===== config.mk =====
export PLATFORM = sky130hd
export DESIGN_NAME = vsw_accum
export DESIGN_NICKNAME = d
export VERILOG_FILES = /design/src/assert_macros.svh /design/src/vsw_pkg.sv /design/src/vsw_accum.sv
export SDC_FILE = /design/constraint.sdc
export NUM_CORES = 2
export LEC_CHECK = 0
export BUFFER_PORTS_ARGS = -buffer_cell sky130_fd_sc_hd__buf_2
export CAP_MARGIN = 5
export CORE_ASPECT_RATIO = 0.9
export CORE_MARGIN = 2
export CORE_UTILIZATION = 48
export CTS_BUF_LIST = sky130_fd_sc_hd__clkbuf_16
export DETAILED_ROUTE_END_ITERATION = 8
export GPL_ROUTABILITY_DRIVEN = 1
export GPL_TIMING_DRIVEN = 0
export SETUP_SLACK_MARGIN = 0.3
export SLEW_MARGIN = 0
export SYNTH_ARGS = -nofsm -noshare
export SYNTH_HDL_FRONTEND = slang
export SYNTH_SLANG_ARGS = --single-unit
export TNS_END_PERCENT = 20

===== constraint.sdc =====
create_clock -name clk -period 29.7 [get_ports clk]
set_input_delay 7.425 -clock clk [delete_from_list [all_inputs] [get_ports clk]]
set_output_delay 7.425 -clock clk [all_outputs]
set_load 0.01 [all_outputs]

===== src/assert_macros.svh =====
// Assertion helpers used by the RTL.
`ifndef ASSERT_MACROS_SVH
`define ASSERT_MACROS_SVH

// Same-cycle implication, checked on every rising edge outside reset.
`define ASSERT_IMPL(label, clk, rst_n, ante, cons) \
  label: assert property (@(posedge clk) disable iff (!rst_n) (ante) |-> (cons)) \
    else $error("assertion failed");

// Next-cycle implication, checked on every rising edge outside reset.
`define ASSERT_NEXT(label, clk, rst_n, ante, cons) \
  label: assert property (@(posedge clk) disable iff (!rst_n) (ante) |=> (cons)) \
    else $error("assertion failed");

`endif


===== src/vsw_pkg.sv =====
// ----------------------------------------------------------------------------
// vsw_pkg: shared types and constants
// Widths, register indexes and the request format of the iterative unit.
// ----------------------------------------------------------------------------
package vsw_pkg;

  localparam int ELEM_W            = 16;
  localparam int SUM_W             = 40;
  localparam int CFG_W             = 7;
  localparam int CFG_IDX_W         = 8;
  localparam int CNT_W             = 6;
  localparam int MAX_VECTOR_LENGTH = 64;
  localparam int WINDOW_MAX        = 64;
  localparam int ITER_W            = 64;
  localparam int STEP_W            = 6;
  localparam int TOTAL_W           = 24;

  localparam logic [CFG_IDX_W-1:0] REG_VECTOR_LENGTH  = 8'd0;
  localparam logic [CFG_IDX_W-1:0] REG_WINDOW_VECTORS = 8'd1;

  typedef enum logic {
    ITER_SQRT,
    ITER_DIV
  } iter_mode_t;

  // One request to the shared unit.
  // Root: acc holds the radicand, bits holds the first trial bit.
  // Divide: acc holds the starting remainder, bits the numerator to shift in.
  typedef struct packed {
    iter_mode_t          mode;
    logic [ITER_W:0]     acc;
    logic [ITER_W-1:0]   bits;
    logic [ITER_W-1:0]   divisor;
    logic [STEP_W-1:0]   steps;
  } iter_req_t;

  typedef struct packed {
    logic signed [SUM_W-1:0] dot;
    logic [SUM_W-1:0]        norm_a;
    logic [SUM_W-1:0]        norm_b;
    logic [SUM_W-1:0]        diff_sq;
  } sums_t;

endpackage


===== src/vsw_accum.sv =====
// ----------------------------------------------------------------------------
// vsw_accum: element accumulator
// Adds a*b, a*a, b*b and (a-b)^2 of each request into four running sums.
// ----------------------------------------------------------------------------
module vsw_accum import vsw_pkg::*; (
  input  logic                     clk,
  input  logic                     rst_n,
  input  logic                     add_en,
  input  logic                     clr,
  input  logic signed [ELEM_W-1:0] a_elem,
  input  logic signed [ELEM_W-1:0] b_elem,
  output sums_t                    sums
);

  logic signed [2*ELEM_W-1:0] p_ab;
  logic signed [2*ELEM_W-1:0] p_aa;
  logic signed [2*ELEM_W-1:0] p_bb;
  logic signed [ELEM_W:0]     diff;
  logic signed [2*ELEM_W+1:0] p_dd;
  sums_t                      sums_r;

  // form the four products of this element pair
  assign p_ab = a_elem * b_elem;
  assign p_aa = a_elem * a_elem;
  assign p_bb = b_elem * b_elem;
  assign diff = (ELEM_W+1)'(a_elem) - (ELEM_W+1)'(b_elem);
  assign p_dd = diff * diff;

  // accumulate, or drop the sums once the vector has been reported
  always_ff @(posedge clk) begin
    if (!rst_n || clr) begin
      sums_r <= '0;
    end else if (add_en) begin
      sums_r.dot     <= sums_r.dot + SUM_W'(p_ab);
      sums_r.norm_a  <= sums_r.norm_a + SUM_W'($unsigned(p_aa));
      sums_r.norm_b  <= sums_r.norm_b + SUM_W'($unsigned(p_bb));
      sums_r.diff_sq <= sums_r.diff_sq + SUM_W'($unsigned(p_dd));
    end
  end

  assign sums = sums_r;

endmodule


==> results.cfg <==
[synth]
synthAdderAreaFrac_pct = 55.8
synth_xor_area_share_pct = 4.66
synthCells = 5577
synth-seq-cells = 160
synth_top_area_cell = fa_1
synth_compound_area_share_pct = 8.52
synth_area_leaders = fa_1, ha_1, inv_1, dfxtp_1, nand2_1
syn_avg_cell_area_sq_um = 8.97
yosys.area_share.simple_pct = 11.6
synth_ff_type = dfxtp_1
synth_top_area_share_pct = 43.2
ys_types = 86
synth_nets = 7195
ys_seq_area_share_pct = 6.40
syn_area_sq_mm = 0.0500
synthMuxAreaShare_pct = 1.85
synth_edf_count = 0
postSynth.asyncResetShare_pct = 0
yosys_warnings = 0
synth_top_family_by_area = adder cells

[route]
vias = 38000
wl_mm = 146
avgRoutedWirePerCell_um = 20.4
detail-route-antenna-nets = 0
first_iter_violations = 2597
drt-pass1-iter-count = 6
drc = 0
vias_per_cell = 5.29

[timing]
finalCritPeriodShare_pct = 67.5
setup_viol_count_final = 0
finalHoldViolCount = 0
worst_pin_slew_ps = 1380
hold_slack_ps = 472
finClkSkew_ps = 19.0
min_period_ps = 20040
fmax_ghz = 0.0499
tns_ps = 0
relSlewSlack_pct = 7.09
rsz0062_at_grt = false
slew_violations = 0

[clock_tree]
clock_latency_ps = 540
ctsResizeCount = 0
cts_setup_buffers = 0
cts_sinks = 160
root_buffer = clkbuf_16
path_clk_slew_ps = 70
cts.htree.levels = 4
cts_hold_buffers = 0
cts_tree = built
cts-buffers-inserted = 17
cts_buffer_depth = 2

[floorplan]
rows = 112
chipWidth_um = 344
die_y_um = 310
io_pins = 196
core_sq_mm = 0.104
dieArea_sq_mm = 0.107
initial_core_util_pct = 48.3

[place]
place_area_sq_mm = 0.0527
gp_congestion = 0.955
dp_hpwl_mm = 122
dp.cells = 7142
portBuffers = 195

[outcome]
outcome = completed

[finish]
fillers = 9891
instances_no_fill = 7179
nNetsFinal = 7414
final_common_cell = inv_1
layout_common_cells = inv_1, fa_1, nand2_1
area_delta_synth_final_pct = 6.71
largest_reg_flops = 160
final_cell_area_sq_mm = 0.0534
drive_gt1_share_pct = 4.87

[global_routing]
grt_max_degree = 24
grt_pass1_vias = 39000
antenna_found_initial = 10
track_usage_pct = 28.7
grt_pass1_wl_mm = 228
globalRouteOverflowTotal = 0

[critical_path]
crit_start = a_elem[1]
crit_path_max_fanout = 10
crit_path_top_delay_cell = buf_1
required_ps = 30190
reg2reg_from = sums[128]
start_kind = input pin
end_kind = flop
crit_type = input pin to flop
cp.arrival_ps = 20530
cpMostUsedCell = fa_1
slowest_delay_ps = 920

[min_path]
min_path_type = flop to flop
min-delay-start = sums[111]

[run]
maxCapViolCount = 0
[Yosys cell counts, types with 9 or more instances]
master	number
nand2b_1	34
o211ai_1	10
nand4_1	14
nor2_1	483
nor3_1	39
a21oi_1	182
a21o_1	87
and2_1	90
nand2_1	507
inv_1	1312
xnor2_1	188
a41oi_1	9
xor2_1	76
and3_1	25
o31ai_1	16
nand3_1	57
o21a_1	22
mux2i_1	90
nor2b_1	29
or2_2	15
buf_1	17
fa_1	1080
dfxtp_1	160
clkbuf_1	148
o21ai_1	31
o21bai_1	27
o21ai_0	107
or3_1	15
a31oi_1	25
ha_1	502
a211oi_1	42
[critical path, delay by kind of cell]
family / cells / cell delay (ps)
simple gates: 12 / 2240
fa+ha+maj: 9 / 4080
buf+inv: 11 / 2980
compound gates: 15 / 3770
[cell type report]
type / count / area, sq um / share of cell area (%)
diodes: 2 / 5.00 / 0.00938
plain buffers: 166 / 641 / 1.20
clock buffers: 17 / 425 / 0.797
clock inverters: 15 / 151 / 0.284
inverters: 1325 / 4970 / 9.32
multi-input cells: 3926 / 41200 / 77.2
flip-flops and latches: 160 / 3200 / 6.00
well taps: 1368 / 1710 / 3.21
repair buffers: 200 / 1050 / 1.96
[kinds of logic after synthesis]
group                      count (synthesis)
AOI/OAI and AO/OA                        653
DFF                                      160
muxes                                     92
xor gates and xnor gates                 265
adders and majority gates               1582
and+or+nand+nor                         1334
buffers and inverters                   1491
[final timing paths]
check	endpoint	slack, ps	cells past startpoint
setup / recovery	sums[35]	9660	47
hold / removal	sums[111]	470	2
setup reg to reg	sums[159]	23450	18
hold reg to reg	sums[111]	470	2
[metrics by stage]
stage / util [%] / worst slack (ps)
floorplan: - / 12400
global placement: 50.9 / 9170
detailed placement: 50.9 / 9230
CTS: 51.5 / 9770
global route: 51.5 / 8860
finish: 51.5 / 9660
[metal layers]
metal / up-vias / share of wire, % / global-route usage [%]
met2: 1331 / 43 / 42.8
li1: 17500 / - / -
met1: 19000 / 43 / 39.3
met5: - / 0.047 / 0
met4: 12 / 2.9 / 8.22
met3: 170 / 11 / 10.2
Power is not shown: default switching activity piles up to over one toggle a cycle in this logic, so the estimate is an artifact.
