===== src/assert_macros.svh =====
// Assertion helpers used by the RTL.
`ifndef ASSERT_MACROS_SVH
`define ASSERT_MACROS_SVH

// Same-cycle implication, checked on every rising edge outside reset.
`define ASSERT_IMPL(label, clk, rst_n, ante, cons) \
  label: assert property (@(posedge clk) disable iff (!rst_n) (ante) |-> (cons)) \
    else $error("assertion failed");

// Next-cycle implication, checked on every rising edge outside reset.
`define ASSERT_NEXT(label, clk, rst_n, ante, cons) \
  label: assert property (@(posedge clk) disable iff (!rst_n) (ante) |=> (cons)) \
    else $error("assertion failed");

`endif


===== src/vsw_pkg.sv =====
// ----------------------------------------------------------------------------
// vsw_pkg: shared types and constants
// Widths, register indexes and the request format of the iterative unit.
// ----------------------------------------------------------------------------
package vsw_pkg;

  localparam int ELEM_W            = 16;
  localparam int SUM_W             = 40;
  localparam int CFG_W             = 7;
  localparam int CFG_IDX_W         = 8;
  localparam int CNT_W             = 6;
  localparam int MAX_VECTOR_LENGTH = 64;
  localparam int WINDOW_MAX        = 64;
  localparam int ITER_W            = 64;
  localparam int STEP_W            = 6;
  localparam int TOTAL_W           = 24;

  localparam logic [CFG_IDX_W-1:0] REG_VECTOR_LENGTH  = 8'd0;
  localparam logic [CFG_IDX_W-1:0] REG_WINDOW_VECTORS = 8'd1;

  typedef enum logic {
    ITER_SQRT,
    ITER_DIV
  } iter_mode_t;

  // One request to the shared unit.
  // Root: acc holds the radicand, bits holds the first trial bit.
  // Divide: acc holds the starting remainder, bits the numerator to shift in.
  typedef struct packed {
    iter_mode_t          mode;
    logic [ITER_W:0]     acc;
    logic [ITER_W-1:0]   bits;
    logic [ITER_W-1:0]   divisor;
    logic [STEP_W-1:0]   steps;
  } iter_req_t;

  typedef struct packed {
    logic signed [SUM_W-1:0] dot;
    logic [SUM_W-1:0]        norm_a;
    logic [SUM_W-1:0]        norm_b;
    logic [SUM_W-1:0]        diff_sq;
  } sums_t;

endpackage


===== src/vsw_iter.sv =====
// ----------------------------------------------------------------------------
// vsw_iter: shared root and divide unit
// One compare-and-subtract per cycle; restoring square root or division.
// ----------------------------------------------------------------------------
module vsw_iter import vsw_pkg::*; (
  input  logic              clk,
  input  logic              rst_n,
  input  logic              start,
  input  iter_req_t         req,
  output logic              busy,
  output logic [ITER_W-1:0] result
);

  logic              busy_r;
  iter_mode_t        mode_r;
  logic [ITER_W:0]   acc_r;
  logic [ITER_W-1:0] aux_r;
  logic [ITER_W-1:0] bits_r;
  logic [ITER_W-1:0] div_r;
  logic [STEP_W-1:0] cnt_r;

  logic [ITER_W:0]   cand;
  logic [ITER_W:0]   trial;
  logic [ITER_W:0]   rem;
  logic              ge;

  // pick operands of the single compare/subtract
  always_comb begin
    unique case (mode_r)
      ITER_SQRT: begin
        cand  = acc_r;
        trial = {1'b0, aux_r} + {1'b0, bits_r};
      end
      ITER_DIV: begin
        cand  = {acc_r[ITER_W-1:0], bits_r[ITER_W-1]};
        trial = {1'b0, div_r};
      end
      default: begin
        cand  = acc_r;
        trial = {1'b0, div_r};
      end
    endcase
    ge  = cand >= trial;
    rem = ge ? cand - trial : cand;
  end

  // load a request or advance one step
  always_ff @(posedge clk) begin
    if (!rst_n) begin
      busy_r <= 1'b0;
      cnt_r  <= '0;
    end else if (start) begin
      busy_r <= 1'b1;
      cnt_r  <= req.steps;
      mode_r <= req.mode;
      acc_r  <= req.acc;
      aux_r  <= '0;
      bits_r <= req.bits;
      div_r  <= req.divisor;
    end else if (busy_r) begin
      acc_r <= rem;
      cnt_r <= cnt_r - 1'b1;
      if (cnt_r == STEP_W'(1)) begin
        busy_r <= 1'b0;
      end
      if (mode_r == ITER_SQRT) begin
        aux_r  <= ge ? (aux_r >> 1) + bits_r : aux_r >> 1;
        bits_r <= bits_r >> 2;
      end else begin
        aux_r  <= {aux_r[ITER_W-2:0], ge};
        bits_r <= bits_r << 1;
      end
    end
  end

  assign busy   = busy_r;
  assign result = aux_r;

endmodule


===== config.mk =====
export PLATFORM = sky130hd
export DESIGN_NAME = vsw_iter
export DESIGN_NICKNAME = d
export VERILOG_FILES = /design/src/assert_macros.svh /design/src/vsw_pkg.sv /design/src/vsw_iter.sv
export SDC_FILE = /design/constraint.sdc
export NUM_CORES = 1
export LEC_CHECK = 0
export BUFFER_PORTS_ARGS = -buffer_cell sky130_fd_sc_hd__buf_2
export CAP_MARGIN = 20
export CORE_ASPECT_RATIO = 0.75
export CORE_MARGIN = 2
export CORE_UTILIZATION = 60
export DETAILED_ROUTE_END_ITERATION = 6
export PLACE_DENSITY_LB_ADDON = 0.25
export SETUP_SLACK_MARGIN = 0.4
export SLEW_MARGIN = 20
export SYNTH_ARGS = -nofsm -noshare
export SYNTH_HDL_FRONTEND = slang
export SYNTH_SLANG_ARGS = --single-unit

===== constraint.sdc =====
create_clock -name clk -period 22.8 [get_ports clk]
set_clock_uncertainty 0.15 [all_clocks]
set_input_delay 5.7 -clock clk [delete_from_list [all_inputs] [get_ports clk]]
set_output_delay 5.7 -clock clk [all_outputs]
set_load 0.05 [all_outputs]

==> impl_metrics.xml, run 1 <==
<?xml version="1.0" encoding="UTF-8"?>
<metrics>
  <group name="cts">
    <metric name="clock_tree.root_cell" unit="">clkbuf_16</metric>
    <metric name="cts_resized" unit="">0</metric>
    <metric name="clk-insertion-delay-late" unit="ps">600</metric>
    <metric name="tritoncts" unit="">yes</metric>
    <metric name="postCtsSetupRepairBufs" unit="">0</metric>
    <metric name="hold_fix_buffers_cts" unit="">0</metric>
    <metric name="clkSinkCount" unit="">265</metric>
    <metric name="cts_buffer_depth" unit="">3</metric>
    <metric name="clock_tree.htree_level_count" unit="">1</metric>
    <metric name="cts.reportedPaths.clkPinSlew" unit="ps">60</metric>
    <metric name="cts-buffers-inserted" unit="">30</metric>
  </group>
  <group name="setup_path">
    <metric name="timing.critical_path.from" unit="">start</metric>
    <metric name="critical_path_arrival" unit="ps">7860</metric>
    <metric name="critical_path.reg2reg.startpoint" unit="">bits_r[0]$_DFFE_PP_</metric>
    <metric name="criticalPathCategory" unit="">in -&gt; reg</metric>
    <metric name="cp_slowest_stage_delay" unit="ps">810</metric>
    <metric name="crit_path_cell_trace" unit="">clkbuf_8 &gt; o21a_4 &gt; buf_12</metric>
    <metric name="critical_path_required" unit="ps">22870</metric>
    <metric name="timing.critical_path.fanout_max" unit="">144</metric>
    <metric name="worst_path_max_delay_cell" unit="">o21a_4</metric>
    <metric name="crit_buf_inv" unit="">2</metric>
    <metric name="setup.worst_path.end_class" unit="">flop</metric>
    <metric name="worstSetupStartpointType" unit="">input pin</metric>
    <metric name="cpLargestDelayFamily" unit="">buffers and inverters</metric>
  </group>
  <group name="power">
    <metric name="power.clock.fraction" unit="%">22.2</metric>
    <metric name="sequentialPowerShare" unit="%">27.7</metric>
    <metric name="switching_power_as_a_share_of_total_power" unit="%">43.29</metric>
    <metric name="power.net_switching" unit="mW">1.015</metric>
    <metric name="power.static_leakage" unit="nW">11.60</metric>
    <metric name="pwr_density_cell" unit="nW/um^2">84.36</metric>
    <metric name="p_comb_share" unit="%">50.1</metric>
    <metric name="power.ir.vdd_worst" unit="mV">0.07196</metric>
    <metric name="cell_internal_pwr" unit="mW">1.330</metric>
  </group>
  <group name="global_route">
    <metric name="global_route.overflow_total" unit="">0</metric>
    <metric name="grt_pass1_vias" unit="">23100</metric>
    <metric name="grt.total_usage" unit="%">37.01</metric>
    <metric name="grt_pass1_wl" unit="um">128500</metric>
    <metric name="grt_antenna_before_repair" unit="">7</metric>
    <metric name="pin_count_of_the_biggest_net_entering_global_routing" unit="">155</metric>
  </group>
  <group name="sta">
    <metric name="maxClockFrequency" unit="GHz">0.1283</metric>
    <metric name="whs" unit="ps">375.9</metric>
    <metric name="finalWorstPathRequiredPeriod" unit="ps">7796</metric>
    <metric name="report.final.hold_viol_count" unit="">0</metric>
    <metric name="max_slew_headroom" unit="%">25.49</metric>
    <metric name="timing.final.crit_share" unit="%">34.19</metric>
    <metric name="worstMarginPinSlew" unit="ps">1108</metric>
    <metric name="report.final.slew_viol_count" unit="">0</metric>
    <metric name="setup_tns" unit="ps">0</metric>
    <metric name="setup_viol" unit="">0</metric>
    <metric name="setup_repair_after_global_routing_missed_its_margin" unit="">no</metric>
  </group>
  <group name="layout">
    <metric name="final.fill_count" unit="">3639</metric>
    <metric name="area_growth_syn_to_layout" unit="%">10.03</metric>
    <metric name="drive_above_1_share" unit="%">14.01</metric>
    <metric name="fin_area" unit="sq um">27800</metric>
    <metric name="area_used_by_sequential_logic_in_the_layout" unit="sq um">7888</metric>
    <metric name="multi_input_comb_area" unit="sq um">16300</metric>
    <metric name="utilization" unit="%">66.50</metric>
    <metric name="finalNetCount" unit="">3525</metric>
    <metric name="finish.cell_count_without_fillers" unit="">3724</metric>
  </group>
  <group name="placed_design">
    <metric name="placed_cells" unit="">3662</metric>
    <metric name="finalWeightedCongestion" unit="">0.9710</metric>
    <metric name="placed_area" unit="sq um">26760</metric>
    <metric name="post-dp-hpwl" unit="um">61580</metric>
    <metric name="place.port_buffers" unit="">267</metric>
  </group>
  <group name="die">
    <metric name="floorplan.die_area" unit="sq um">43780</metric>
    <metric name="io-pin-count" unit="">268</metric>
    <metric name="floorplan.core_area" unit="sq um">41800</metric>
    <metric name="die_height" unit="um">181.7</metric>
    <metric name="x_dimension_of_the_die" unit="um">241.0</metric>
    <metric name="fp-row-count" unit="">65</metric>
    <metric name="floorplan.initialDensity" unit="%">60.44</metric>
  </group>
  <group name="yosys">
    <metric name="synth_warnings" unit="">0</metric>
    <metric name="synth_enable_flop_cells" unit="">258</metric>
    <metric name="synth_sequential_area_ratio" unit="%">31.22</metric>
    <metric name="synthesis.area_per_instance" unit="sq um">8.447</metric>
    <metric name="synth_compound_area_share" unit="%">26.76</metric>
    <metric name="synth-async-reset-ratio" unit="%">0</metric>
    <metric name="syn-num-nets" unit="">3391</metric>
    <metric name="synth-adder-area-share" unit="%">9.845</metric>
    <metric name="synth_xor_xnor_area_share" unit="%">5.373</metric>
    <metric name="postSynthCellCount" unit="">2991</metric>
    <metric name="ys.flop_type" unit="">edfxtp_1</metric>
    <metric name="largest_family_of_logic_cells_by_synthesized_area" unit="">compound AO/OA/AOI/OAI gates</metric>
    <metric name="synth.distinct_cells" unit="">84</metric>
    <metric name="yosys-mux-area-fraction" unit="%">6.314</metric>
    <metric name="post_synth_and_or_nand_nor_area_fraction" unit="%">16.16</metric>
    <metric name="netlist_area" unit="sq um">25270</metric>
    <metric name="synth.ff_latch_count" unit="">265</metric>
  </group>
  <group name="drt">
    <metric name="drc" unit="">1</metric>
    <metric name="route.antenna.remaining_nets" unit="">0</metric>
    <metric name="post_drt_wl_per_cell" unit="um">22.31</metric>
    <metric name="dr.pass1.iters" unit="">7</metric>
    <metric name="avgViaCountPerCell" unit="">6.603</metric>
    <metric name="drt-initial-drc-count" unit="">2634</metric>
    <metric name="overall_routed_net_length" unit="um">83070</metric>
    <metric name="num_vias" unit="">24590</metric>
  </group>
  <group name="run_status">
    <metric name="violations" unit="">design-rule violations</metric>
    <metric name="run_status" unit="">finished, violations left</metric>
  </group>
  <group name="flow_run">
    <metric name="max_cap_viol_count" unit="">0</metric>
  </group>
  <group name="hold_path">
    <metric name="holdCritPathClass" unit="">reg -&gt; reg</metric>
    <metric name="worstHoldStart" unit="">cnt_r[5]$_SDFFE_PN0N_</metric>
  </group>
</metrics>
-- sequential cells by signal (all words and copies together) (netlist names) --
| name | cells |
|---|---|
| cnt_r | 6 |
| acc_r | 65 |
| busy | 1 |
| bits_r | 64 |
| mode_r | 1 |
| result | 64 |
| div_r | 64 |
-- power by group through the flow --
stage / Combinational [mW] / Clock [mW] / Sequential [mW]
floorplan: 0.841 / 0 / 0.676
global placement: 1.12 / 0 / 0.658
detailed placement: 1.14 / 0 / 0.659
CTS: 1.15 / 0.523 / 0.649
global route: 1.29 / 0.541 / 0.654
finish: 1.17 / 0.521 / 0.651
-- worst reg2reg max path: cells and delay by family, from the launching register on --
kind | cells | cell delay [ps]
adder cells (fa/ha/maj) | 3 | 1190
buffers and inverters | 1 | 810
AND/OR/NAND/NOR | 5 | 950
AO/OA/AOI/OAI | 13 | 3960
flip-flops | 1 | 440
-- layout by cell type (no fill, tap or decap), types with 31 or more instances in the layout --
master and instances:
nor2_1 240, xnor2_1 99, a311oi_1 33, xor2_1 56, a31oi_1 45, a211oi_1 60, clkbuf_16 31, ha_1 194
mux2_2 67, nand3_1 49, o21bai_1 41, inv_1 97, nand4_1 52, o21ai_0 227, o211ai_1 31, nor3_1 48
mux2i_1 84, buf_2 266, a21oi_1 283, nand2_1 369, a21o_1 113, edfxtp_1 258
-- per-layer routing --
layer / part of all wire [%] / up-vias / track usage [%] / wire length [um]
met3: 9.2 / 191 / 5.883 / 7677
met2: 44 / 1275 / 56.77 / 36580
met4: 3.7 / 0 / 13.16 / 3086
met5: 0 / - / 0 / 0
met1: 43 / 11630 / 52.82 / 35720
li1: - / 11490 / - / -
-- per-stage QoR --
stage | total power, mW | worst slack [ps]
2_1_floorplan | 1.517 | 11470
5_1_grt | 2.481 | 14620
4_1_cts | 2.320 | 15060
3_5_place_dp | 1.799 | 14430
3_3_place_gp | 1.778 | 14510
6_report | 2.345 | 15000
-- Yosys cell counts, types with 17 or more instances --
cell type,number,share of area (%)
buf_2,40,0.79
nand2_1,369,5.5
xor2_1,56,1.9
o21ai_0,227,4.5
nand3_1,49,0.97
xnor2_1,99,3.4
nand4_1,52,1.3
and2_1,27,0.67
nor2b_1,21,0.52
edfxtp_1,258,31
clkbuf_1,126,1.9
a211oi_1,60,1.8
ha_1,194,9.6
a31oi_1,45,1.1
a311oi_1,33,1.1
a21oi_1,283,5.6
o211ai_1,31,0.92
and3_1,19,0.47
nor2_1,240,3.6
mux2i_1,84,3.3
a21o_1,113,3.4
nor3_1,48,0.95
inv_1,99,1.5
o21bai_1,41,1.2
o21a_1,31,0.92
o31ai_1,17,0.51
mux2_2,67,3.0
-- worst paths after layout --
path	endpoint	slack, ps	cells past startpoint
min	busy$_SDFF_PN0_	380	1
max	result[53]$_SDFFCE_PP0P_	15000	3
min reg2reg	busy$_SDFF_PN0_	380	1
max reg2reg	result[3]$_SDFFCE_PP0P_	15010	22
-- area by class of cell --
| class | count | share of cell area, % |
|---|---|---|
| Multi-Input combinational cell | 2449 | 58.65 |
| Sequential cell | 265 | 28.37 |
| Timing Repair Buffer | 280 | 5.325 |
| Clock buffer | 32 | 2.804 |
| Tap cell | 569 | 2.561 |
| Inverter | 99 | 1.346 |
| Clock inverter | 23 | 0.8822 |
| Antenna cell | 7 | 0.06301 |
-- kinds of logic after synthesis --
family	Yosys count
adders and majority gates	197
and+or+nand+nor	905
AOI/OAI and AO/OA	1041
muxes	151
buffers and inverters	277
DFF	265
xor gates and xnor gates	155
No activity file was read; power rests on OpenSTA's default activity.
==> run 2, diff against run 1 <==
- clock period: 22.8 -> 7.65 ns (I/O delays scaled with it)
==> run 2 against run 1 <==
Effect of this change: the run now ends clean; via count grew 0.48%; worst hold slack gained 11 ps; final cell count grew 0.16%; die area is the same; first-iteration DRC count grew 3.7%; sequential power grew to 3.0 times the previous value; critical path depth grew 19; largest cell class unchanged.
==> impl_metrics.xml, run 2 (same netlist as run 1, synthesis figures left out) <==
<?xml version="1.0" encoding="UTF-8"?>
<metrics>
  <group name="power">
    <metric name="power.ir.vdd_worst" unit="mV">0.2131</metric>
    <metric name="p_comb_share" unit="%">50.4</metric>
    <metric name="cell_internal_pwr" unit="mW">4.035</metric>
    <metric name="sequentialPowerShare" unit="%">27.2</metric>
    <metric name="pwr_density_cell" unit="nW/um^2">254.3</metric>
    <metric name="switching_power_as_a_share_of_total_power" unit="%">43.29</metric>
    <metric name="power.static_leakage" unit="nW">11.69</metric>
    <metric name="power.clock.fraction" unit="%">22.4</metric>
    <metric name="power.net_switching" unit="mW">3.080</metric>
    <metric name="finalPower" unit="mW">7.115</metric>
  </group>
  <group name="setup_path">
    <metric name="critical_path_arrival" unit="ps">7150</metric>
    <metric name="criticalPathCategory" unit="">reg -&gt; reg</metric>
    <metric name="critical_path_required" unit="ps">7940</metric>
    <metric name="setup.worst_path.end_class" unit="">flop</metric>
    <metric name="worstSetupStartpointType" unit="">flop</metric>
    <metric name="timing.critical_path.fanout_max" unit="">8</metric>
  </group>
  <group name="placed_design">
    <metric name="dp_worst_setup_slack" unit="ps">635.1</metric>
    <metric name="place.port_buffers" unit="">267</metric>
    <metric name="placed_area" unit="sq um">26820</metric>
    <metric name="post-dp-hpwl" unit="um">62210</metric>
    <metric name="finalWeightedCongestion" unit="">1.027</metric>
    <metric name="placed_cells" unit="">3666</metric>
  </group>
  <group name="cts">
    <metric name="clock_tree.root_cell" unit="">clkbuf_16</metric>
    <metric name="cts-buffers-inserted" unit="">31</metric>
    <metric name="cts.reportedPaths.clkPinSlew" unit="ps">70</metric>
    <metric name="clk-insertion-delay-late" unit="ps">610</metric>
    <metric name="hold_fix_buffers_cts" unit="">0</metric>
    <metric name="clock_tree.htree_level_count" unit="">1</metric>
    <metric name="tritoncts" unit="">yes</metric>
    <metric name="clkSinkCount" unit="">265</metric>
    <metric name="cts_buffer_depth" unit="">3</metric>
  </group>
  <group name="layout">
    <metric name="finalNetCount" unit="">3535</metric>
    <metric name="area_growth_syn_to_layout" unit="%">10.75</metric>
    <metric name="most_frequent_standard_cell_in_the_layout_excluding_fill_and_tap_cells" unit="">nand2_1</metric>
    <metric name="drive_above_1_share" unit="%">14.43</metric>
    <metric name="utilization" unit="%">66.94</metric>
    <metric name="fin_area" unit="sq um">27980</metric>
    <metric name="largest_register" unit="">acc_r</metric>
    <metric name="finish.cell_count_without_fillers" unit="">3730</metric>
    <metric name="commonest_cells_after_routing_fill_and_taps_aside" unit="">nand2_1 (369), a21oi_1 (283), buf_2 (266), edfxtp_1 (258), nor2_1 (240)</metric>
    <metric name="largest_register_ff_count" unit="">65</metric>
  </group>
  <group name="die">
    <metric name="io-pin-count" unit="">268</metric>
    <metric name="die_height" unit="um">181.7</metric>
    <metric name="x_dimension_of_the_die" unit="um">241.0</metric>
    <metric name="floorplan.initialDensity" unit="%">60.44</metric>
    <metric name="fp-row-count" unit="">65</metric>
    <metric name="floorplan.core_area" unit="sq um">41800</metric>
    <metric name="floorplan.die_area" unit="sq um">43780</metric>
  </group>
  <group name="drt">
    <metric name="route.antenna.remaining_nets" unit="">0</metric>
    <metric name="drc" unit="">0</metric>
    <metric name="num_vias" unit="">24710</metric>
    <metric name="drt-initial-drc-count" unit="">2732</metric>
    <metric name="dr.pass1.iters" unit="">6</metric>
    <metric name="post_drt_wl_per_cell" unit="um">22.51</metric>
    <metric name="avgViaCountPerCell" unit="">6.624</metric>
    <metric name="overall_routed_net_length" unit="um">83970</metric>
  </group>
  <group name="sta">
    <metric name="timing.final.crit_share" unit="%">89.77</metric>
    <metric name="whs" unit="ps">387.2</metric>
    <metric name="report.final.slew_viol_count" unit="">0</metric>
    <metric name="setup_tns" unit="ps">0</metric>
    <metric name="worstMarginPinSlew" unit="ps">1300</metric>
    <metric name="max_slew_headroom" unit="%">11.12</metric>
    <metric name="setup_repair_after_global_routing_missed_its_margin" unit="">no</metric>
    <metric name="setup_viol" unit="">0</metric>
    <metric name="finalWorstPathRequiredPeriod" unit="ps">6868</metric>
    <metric name="timing.final.ws_setup" unit="ps">782.5</metric>
    <metric name="maxClockFrequency" unit="GHz">0.1456</metric>
    <metric name="report.final.hold_viol_count" unit="">0</metric>
  </group>
  <group name="global_route">
    <metric name="pin_count_of_the_biggest_net_entering_global_routing" unit="">168</metric>
    <metric name="grt_pass1_vias" unit="">23010</metric>
    <metric name="grt_antenna_before_repair" unit="">3</metric>
    <metric name="global_route.overflow_total" unit="">0</metric>
    <metric name="grt.total_usage" unit="%">37.00</metric>
    <metric name="grt_pass1_wl" unit="um">128600</metric>
  </group>
  <group name="flow_run">
    <metric name="max_cap_viol_count" unit="">0</metric>
  </group>
  <group name="hold_path">
    <metric name="holdCritPathClass" unit="">reg -&gt; reg</metric>
  </group>
  <group name="run_status">
    <metric name="run_status" unit="">finished clean</metric>
  </group>
</metrics>
-- run 2: cell count changes in the layout (fill, tap and decap cells not counted), moves of 2 or more --
cell and delta:
clkinv_4 -2, buf_4 +2, buf_12 +3, diode_2 -5, buf_6 +3, clkinv_2 +2
nor4_1 -2, clkbuf_1 +2
-- run 2: power by group through the flow --
stage / clock [mW] / combinational (mW) / sequential [mW]
after floorplan: 0 / 2.51 / 2.01
after global placement: 0 / 3.40 / 1.95
after detailed placement: 0 / 3.45 / 1.96
after CTS: 1.59 / 3.47 / 1.93
after global routing: 1.66 / 3.89 / 1.94
final: 1.59 / 3.59 / 1.93
-- run 2: final cells by class --
class                      count  area, sq um
fill                        3593        13820
tap                          569        711.9
sequential                   265         7888
clock buffer                  34        787.0
clock inverter                23        265.3
antenna                        2        5.005
timing repair buffer         288         1589
multi-input combinational   2450        16360
inverter                      99        374.1
-- run 2: path summary, 6_finish.rpt --
| kind | slack, ps | end | depth (start not counted) | startpoint |
|---|---|---|---|---|
| hold / removal | 390 | busy$_SDFF_PN0_ | 1 | cnt_r[5]$_SDFFE_PN0N_ |
| hold reg to reg | 390 | busy$_SDFF_PN0_ | 1 | cnt_r[5]$_SDFFE_PN0N_ |
| setup / recovery | 780 | acc_r[55]$_DFFE_PP_ | 22 | result[0]$_SDFFCE_PP0P_ |
| setup reg to reg | 780 | acc_r[55]$_DFFE_PP_ | 22 | result[0]$_SDFFCE_PP0P_ |
-- run 2: timing repair --
item                                    4_1_cts  5_1_grt
resized for setup                             0       10
buffers inserted                              0        4
endpoints found under the hold margin         0        0
endpoints found under the setup margin        0      127
-- run 2: critical path, cell delays in order, from the launching register on --
cell	delay (ps)
edfxtp_1	440
ha_1	280
fa_1	440
a211oi_1	290
o21ai_0	180
and3_1	230
or2_2	320
and2_1	200
a41oi_1	260
xor2_1	280
nor2_1	70
a21oi_1	270
ha_1	390
a21oi_1	220
o21ai_0	180
a221oi_1	530
o211ai_1	210
o2111ai_1	380
a31oi_1	250
a21oi_2	440
nor2_1	100
or3_1	360
a32oi_1	210
-- run 2: routing by layer --
metal	wire length (um)	track usage, %
met5	0	0
met2	37710	58.99
met1	35280	51.03
met3	7428	5.488
met4	3549	13.48
